[src/buart_pkg.sv]
`timescale 1ns / 1ps
// ----------------------------------------------------------------------------
// buart_pkg: shared types for the buffered UART FIFO block
// Beat payloads for the command and result channels, and fixed constants.
// ----------------------------------------------------------------------------
package buart_pkg;

	typedef enum logic [1:0] {
		MODE_HOST_WR   = 2'd0,
		MODE_HOST_RD   = 2'd1,
		MODE_LINE_RX   = 2'd2,
		MODE_LINE_DONE = 2'd3
	} mode_t;

	localparam logic [31:0] MAGIC_RESET = 32'h1234_5678;

	typedef struct packed {
		mode_t      mode;
		logic [7:0] data_byte;
	} cmd_t;

	typedef struct packed {
		logic [7:0] host_byte;
		logic       host_ok;
		logic [7:0] line_byte;
		logic       line_send;
		logic       reboot_request;
		logic [4:0] rx_level;
		logic [4:0] tx_level;
	} res_t;

endpackage

[src/buffered_uart_fifo_with_magic_reboot.sv]
`timescale 1ns / 1ps
// An accepted command beat passes through stage 1, then the result register.
// Throughput: one command beat per cycle while res_ready drains results; FIFO state and
// the magic detector update at the accepting edge, RAM read data lands in stage 1.
// Reset (arst_n low, asynchronous): both FIFOs empty, line idle, detector at position
// zero, magic word back to 0x12345678. FIFO RAM contents are not cleared.
// ----------------------------------------------------------------------------
// buffered_uart_fifo_with_magic_reboot: host/line UART FIFO pair
// Transmit and receive ring FIFOs between host and serial line, with a
// four-byte magic sequence detector on received bytes raising a reboot pulse.
// ----------------------------------------------------------------------------
module buffered_uart_fifo_with_magic_reboot #(
	parameter int FIFO_DEPTH = 16
) (
	input  logic              clk,
	input  logic              arst_n,
	input  logic              cmd_valid,
	output logic              cmd_ready,
	input  buart_pkg::cmd_t   cmd,
	output logic              res_valid,
	input  logic              res_ready,
	output buart_pkg::res_t   res,
	input  logic              cfg_we,
	input  logic [31:0]       cfg_wdata
);
	import buart_pkg::*;

	// Pointer width indexes the RAM exactly; counts must also hold FIFO_DEPTH.
	localparam int PW = (FIFO_DEPTH > 1) ? $clog2(FIFO_DEPTH) : 1;
	localparam int CW = $clog2(FIFO_DEPTH + 1);
	localparam logic [PW-1:0] PTR_LAST = PW'(FIFO_DEPTH - 1);
	localparam logic [CW-1:0] CNT_FULL = CW'(FIFO_DEPTH);

	// Stage 1 control, captured at the accepting edge.
	typedef struct packed {
		logic       wr_ok;
		logic       rd_ok;
		logic       send;
		logic       tx_byp;
		logic       reboot;
		logic [7:0] data_byte;
		logic [4:0] rx_level;
		logic [4:0] tx_level;
	} s1_ctl_t;

	// ------------------------------------------------------------------
	// Architectural state
	// ------------------------------------------------------------------
	logic [7:0]    tx_mem [FIFO_DEPTH];
	logic [7:0]    rx_mem [FIFO_DEPTH];
	logic [PW-1:0] tx_rd_q, tx_wr_q, rx_rd_q, rx_wr_q;
	logic [CW-1:0] tx_count_q, rx_count_q;
	logic          line_busy_q;
	logic [1:0]    match_pos_q;
	logic [31:0]   magic_q;

	logic          valid_s1;
	s1_ctl_t       ctl_s1;
	logic [7:0]    tx_rdata_s1, rx_rdata_s1;

	// ------------------------------------------------------------------
	// Handshake: two-deep pipe, each stage moves when the next can take it
	// ------------------------------------------------------------------
	logic accept, adv_s1, out_free;

	assign out_free  = !res_valid || res_ready;
	assign adv_s1    = valid_s1 && out_free;
	assign cmd_ready = !valid_s1 || adv_s1;
	assign accept    = cmd_valid && cmd_ready;

	// ------------------------------------------------------------------
	// Next-state decode for one beat
	// ------------------------------------------------------------------
	logic          tx_push, tx_pop, rx_push, rx_pop;
	logic          busy_d, tx_byp;
	logic [CW-1:0] tx_after_push, tx_count_d, rx_count_d;
	logic [7:0]    want;
	logic          hit, reboot;
	logic [1:0]    match_pos_d;
	logic [31:0]   tx_count_w, rx_count_w;

	always_comb begin
		tx_push = 1'b0;
		tx_pop  = 1'b0;
		rx_push = 1'b0;
		rx_pop  = 1'b0;
		busy_d  = line_busy_q;
		tx_byp  = 1'b0;
		reboot  = 1'b0;
		match_pos_d = match_pos_q;

		// Current magic byte: first byte sits in the top eight bits.
		case (match_pos_q)
			2'd0:    want = magic_q[31:24];
			2'd1:    want = magic_q[23:16];
			2'd2:    want = magic_q[15:8];
			default: want = magic_q[7:0];
		endcase
		hit = (cmd.data_byte == want);

		tx_after_push = tx_count_q;

		unique case (cmd.mode)
			MODE_HOST_WR: begin
				// Full FIFO rejects the byte; an idle line still starts the oldest one.
				tx_push = (tx_count_q != CNT_FULL);
				tx_after_push = tx_count_q + CW'(tx_push);
				tx_pop  = !line_busy_q && (tx_after_push != '0);
				// Empty FIFO with idle line: the new byte goes straight out.
				tx_byp  = tx_pop && (tx_count_q == '0);
				if (tx_pop) begin
					busy_d = 1'b1;
				end
			end
			MODE_HOST_RD: begin
				rx_pop = (rx_count_q != '0);
			end
			MODE_LINE_RX: begin
				// Dropped when full, but the detector still sees it.
				rx_push = (rx_count_q != CNT_FULL);
				// A mismatch goes to zero without retrying this byte as the first.
				if (hit && match_pos_q == 2'd3) begin
					reboot = 1'b1;
					match_pos_d = 2'd0;
				end else if (hit) begin
					match_pos_d = match_pos_q + 2'd1;
				end else begin
					match_pos_d = 2'd0;
				end
			end
			MODE_LINE_DONE: begin
				// Applies even if the line was not marked busy.
				tx_pop = (tx_count_q != '0);
				busy_d = tx_pop;
			end
			default: begin
			end
		endcase

		tx_count_d = tx_count_q + CW'(tx_push) - CW'(tx_pop);
		rx_count_d = rx_count_q + CW'(rx_push) - CW'(rx_pop);
		tx_count_w = 32'(tx_count_d);
		rx_count_w = 32'(rx_count_d);
	end

	// ------------------------------------------------------------------
	// Control state
	// ------------------------------------------------------------------
	always_ff @(posedge clk or negedge arst_n) begin
		if (!arst_n) begin
			tx_rd_q     <= '0;
			tx_wr_q     <= '0;
			rx_rd_q     <= '0;
			rx_wr_q     <= '0;
			tx_count_q  <= '0;
			rx_count_q  <= '0;
			line_busy_q <= 1'b0;
			match_pos_q <= 2'd0;
			magic_q     <= MAGIC_RESET;
			valid_s1    <= 1'b0;
			res_valid   <= 1'b0;
		end else begin
			if (cfg_we) begin
				magic_q <= cfg_wdata;
			end
			if (accept) begin
				if (tx_push) begin
					tx_wr_q <= (tx_wr_q == PTR_LAST) ? '0 : tx_wr_q + PW'(1);
				end
				if (tx_pop) begin
					tx_rd_q <= (tx_rd_q == PTR_LAST) ? '0 : tx_rd_q + PW'(1);
				end
				if (rx_push) begin
					rx_wr_q <= (rx_wr_q == PTR_LAST) ? '0 : rx_wr_q + PW'(1);
				end
				if (rx_pop) begin
					rx_rd_q <= (rx_rd_q == PTR_LAST) ? '0 : rx_rd_q + PW'(1);
				end
				tx_count_q  <= tx_count_d;
				rx_count_q  <= rx_count_d;
				line_busy_q <= busy_d;
				match_pos_q <= match_pos_d;
			end
			if (cmd_ready) begin
				valid_s1 <= cmd_valid;
			end
			if (out_free) begin
				res_valid <= valid_s1;
			end
		end
	end

	// ------------------------------------------------------------------
	// FIFO RAMs: one write port and one registered read port each.
	// Read and write never hit the same entry in one cycle except the
	// empty-FIFO pass-through, which is handled by tx_byp.
	// ------------------------------------------------------------------
	always_ff @(posedge clk) begin
		if (accept && tx_push) begin
			tx_mem[tx_wr_q] <= cmd.data_byte;
		end
		if (accept && tx_pop) begin
			tx_rdata_s1 <= tx_mem[tx_rd_q];
		end
	end

	always_ff @(posedge clk) begin
		if (accept && rx_push) begin
			rx_mem[rx_wr_q] <= cmd.data_byte;
		end
		if (accept && rx_pop) begin
			rx_rdata_s1 <= rx_mem[rx_rd_q];
		end
	end

	// Stage 1 payload
	always_ff @(posedge clk) begin
		if (accept) begin
			ctl_s1.wr_ok     <= (cmd.mode == MODE_HOST_WR) && tx_push;
			ctl_s1.rd_ok     <= rx_pop;
			ctl_s1.send      <= tx_pop;
			ctl_s1.tx_byp    <= tx_byp;
			ctl_s1.reboot    <= reboot;
			ctl_s1.data_byte <= cmd.data_byte;
			ctl_s1.rx_level  <= rx_count_w[4:0];
			ctl_s1.tx_level  <= tx_count_w[4:0];
		end
	end

	// ------------------------------------------------------------------
	// Result register
	// ------------------------------------------------------------------
	always_ff @(posedge clk) begin
		if (adv_s1) begin
			res.host_byte      <= ctl_s1.rd_ok ? rx_rdata_s1 : 8'd0;
			res.host_ok        <= ctl_s1.wr_ok || ctl_s1.rd_ok;
			res.line_byte      <= !ctl_s1.send ? 8'd0 :
			                      ctl_s1.tx_byp ? ctl_s1.data_byte : tx_rdata_s1;
			res.line_send      <= ctl_s1.send;
			res.reboot_request <= ctl_s1.reboot;
			res.rx_level       <= ctl_s1.rx_level;
			res.tx_level       <= ctl_s1.tx_level;
		end
	end

	// ------------------------------------------------------------------
	// Assertions
	// ------------------------------------------------------------------
	a_tx_bound: assert property (@(posedge clk) disable iff (!arst_n)
		tx_count_q <= CNT_FULL)
		else $error("tx fill count beyond depth");

	a_rx_bound: assert property (@(posedge clk) disable iff (!arst_n)
		rx_count_q <= CNT_FULL)
		else $error("rx fill count beyond depth");

	a_send_busy: assert property (@(posedge clk) disable iff (!arst_n)
		(valid_s1 && ctl_s1.send) |-> line_busy_q)
		else $error("byte started but line not marked busy");

	a_reboot_pos: assert property (@(posedge clk) disable iff (!arst_n)
		(valid_s1 && ctl_s1.reboot) |-> (match_pos_q == 2'd0))
		else $error("detector not rewound after completion");

	a_pass_through: assert property (@(posedge clk) disable iff (!arst_n)
		(accept && cmd.mode == MODE_HOST_WR && tx_count_q == '0 && !line_busy_q)
		|=> (tx_count_q == '0 && line_busy_q))
		else $error("idle-line write to empty FIFO did not pass straight out");

endmodule
[config.mk]
export PLATFORM = sky130hd
export DESIGN_NAME = buffered_uart_fifo_with_magic_reboot
export DESIGN_NICKNAME = d
export VERILOG_FILES = /design/src/buart_pkg.sv /design/src/buffered_uart_fifo_with_magic_reboot.sv
export SDC_FILE = /design/constraint.sdc
export NUM_CORES = 1
export LEC_CHECK = 0
export BUFFER_PORTS_ARGS = -buffer_cell sky130_fd_sc_hd__buf_2
export CAP_MARGIN = 20
export CORE_AREA = 2 2 212 131
export DETAILED_ROUTE_END_ITERATION = 12
export DIE_AREA = 0 0 214 133
export PLACE_DENSITY_LB_ADDON = 0.25
export SKIP_CTS_REPAIR_TIMING = 1
export SYNTH_ARGS = -nofsm -noshare
export SYNTH_HDL_FRONTEND = slang
export SYNTH_SLANG_ARGS = --single-unit
export TNS_END_PERCENT = 50
[constraint.sdc]
create_clock -name clk -period 4.9 [get_ports clk]
set_input_delay 0.245 -clock clk [delete_from_list [all_inputs] [get_ports clk]]
set_output_delay 0.245 -clock clk [all_outputs]
set_load 0.02 [all_outputs]
==> reports/metrics.csv <==
metric,value,unit
cts_made_buffers,36,
post_drt_wl_per_cell,22.86,um
syn_to_final_growth,14.31,%
setup_viol_count_final,0,
ys_seq_elements,387,
fin_cells,1348,
cts.clk_slew.worst_paths,0.07,ns
critical-path-max-stage-delay,0.43,ns
critPathMostFrequentCell,ha_1,
hold_depth,3,
r2r_start,tx_count_q[2],
port_buffers,77,
post_dp_cell_area,16410,um2
grt_start_max_net_pins,64,
postSynth.asyncResetShare,16.28,%
placed_cells_incl_taps,1250,
routabilityCongestion,0.8178,
worstRegToRegCells,20,
slew_violations,0,
track_usage,22.12,%
cp_slowest_cell,dfrtp_1,
powerDensity,505.4,nW/um2
synth_most_common_cell,edfxtp_1,
layout_setup_ws,1.060,ns
layout.area.seq,11320,um2
drc,0,
power.total,0.009028,W
die-area,28460,um2
vias,7771,
timing.rr.end,tx_count_q[4],
drt_iter0_markers,777,
row_count,47,
antenna_found_initial,0,
fmax,260.4,MHz
grt_overflow,0,
synth_flop_cell,edfxtp_1,
max_slew_margin,36.42,%
cp.required,5.32,ns
skew,0.02171,ns
die_y,133,um
fin_crit_sh,78.37,%
yosys-top-cells-area,"edfxtp_1 62%, mux4_2 12%, dfrtp_1 8.0%",
tritoncts,built,
holdPathEnd,res_valid,
yosys_warnings,0,
dp_slack,1.097,ns
drt-total-wl,30820,um
diodes,0,
start_util,58.41,%
dp_hpwl,18920,um
start_kind,register,
fill_cells,1727,
holdCritPathClass,in2reg,
vias_per_cell,5.765,
io_pins,78,
clkLatencyLatePin,0.53,ns
r2r_slack,1.06,ns
syn_inst,826,
worst_pin_slew,0.9536,ns
rsz0062_at_grt,false,
avgSynthCellArea,18.92,um2
fin_nets,1039,
hold_path.startpoint,res_ready,
antenna_left,0,
cts.sinks,387,
crit_chain,inv_1 > ha_1 > nand3_1 > ha_1 > ha_1 > xor2_1 > nor3_1 > a311o_1 > a21oi_1 > ha_1 > inv_1 > ha_1 > inv_1 > fa_1 > inv_1 > a21oi_1 > nor2_1 > nor2_1 > xnor2_1 > mux2_2,
core_area,26760,um2
dr.pass1.iters,5,
power_leakage,6.284,nW
path_class,reg2reg,
synth_nets,910,
ys_types,43,
status,completed,
synth_edf_count,324,
yosys.area.top_type,edfxtp_1,
synth_common_cells,"324 x edfxtp_1, 80 x mux4_2, 50 x dfrtp_1",
synth_area,15630,um2
synth_top_area_share,62.25,%
grt_pass1_wl,46530,um
ys_seq_area_share,72.44,%
worstPathMaxFanout,5,
cap_violations,0,
period_minus_slack,3.840,ns
end_kind,register,
die_x,214,um
cts_root_buf,clkbuf_16,
fin_tns_setup,0,ns
grt_pass1_vias,7622,
ir_drop,0.3175,mV
multi_input_area,3994,um2
critical_path_arrival,4.26,ns
finalHoldViolCount,0,
clock_path_buffers,3,
drive_gt1_share,27.52,%
htree_num_levels,2,
design_area,17860,um2
[state kept, by name, indices dropped and copies added (netlist names)]
signal	cells
tx_count_q	5
rx_count_q	5
rx_rd_q	4
valid_s1	1
tx_mem	128
tx_rdata_s1	8
rx_wr_q	4
rx_rdata_s1	8
tx_rd_q	4
res	29
tx_wr_q	4
match_pos_q	2
magic_q	32
line_busy_q	1
rx_mem	128
res_valid	1
ctl_s1	23
[report_power, final]
group	internal, W	switching (W)	total [W]
sequential	0.00393	0.000345	0.00428
clock	0.00152	0.00116	0.00268
combinational	0.00104	0.00102	0.00207
total	0.00650	0.00253	0.00903
[worst max path at each step]
stage	endpoint	startpoint	depth (start not counted)	slack (ns)
6_report	tx_count_q[4]	tx_count_q[2]	20	1.06
5_1_grt	tx_count_q[4]	tx_count_q[2]	20	0.71
4_1_cts	tx_count_q[4]	tx_count_q[2]	20	1.08
3_5_place_dp	tx_count_q[4]	tx_count_q[2]	20	1.10
3_3_place_gp	tx_count_q[4]	tx_count_q[2]	20	1.15
2_1_floorplan	tx_count_q[4]	tx_count_q[2]	20	1.37
[worst max-delay path, delay by kind of cell (launching register included)]
kind	cells	cell delay [ns]
muxes	1	0.27
DFF	1	0.43
AOI/OAI and AO/OA	3	0.69
buffers and inverters	4	0.31
xor gates and xnor gates	2	0.28
adders and majority gates	6	1.45
and+or+nand+nor	4	0.30
[layout by cell type, fill, tap and decap left out, drive strengths merged, types with 9 or more instances in the layout]
cell type,count
edfxtp,324
nand2,39
nor2b,9
dfrtp,50
o21ai,23
inv,35
clkbuf,47
dlygate4sd3,34
and2,22
buf,91
ha,35
clkinv,15
mux4,80
nor2,23
xnor2,19
mux2,30
mux2i,16
dfstp,13
[metrics by stage]
step,util (%),hold slack (ns)
finish,66.77,0.0002188
global route,66.77,0.03208
CTS,65.49,-0.08971
detailed placement,61.32,0.4045
global placement,61.32,0.4035
floorplan,-,-0.05059
[layout make-up]
| type | count | share of cell area (%) |
|---|---|---|
| clock buffer | 47 | 5.505 |
| clock inverter | 17 | 0.7424 |
| inverter | 37 | 0.7844 |
| multi-input combinational | 368 | 22.36 |
| sequential | 387 | 63.39 |
| tap | 367 | 2.570 |
| timing repair buffer | 125 | 4.651 |
[logic make-up after synthesis]
family | synth area share [%]
AOI/OAI and AO/OA | 2.306
xor gates and xnor gates | 1.289
adders and majority gates | 3.058
buffers and inverters | 2.001
DFF | 72.44
muxes | 14.76
and+or+nand+nor | 4.139
[layer usage]
layer  GRT usage, %  wire [um]  up-vias  share of wire, %
li1               -          -     3479                 -
met1          35.89      14530     4000                47
met2          29.38      13090      247                42
met3          6.736       2711       45               8.8
met4          5.206        490        0               1.6
met5              0          0        -                 0
(Power assumes the default switching activity.)
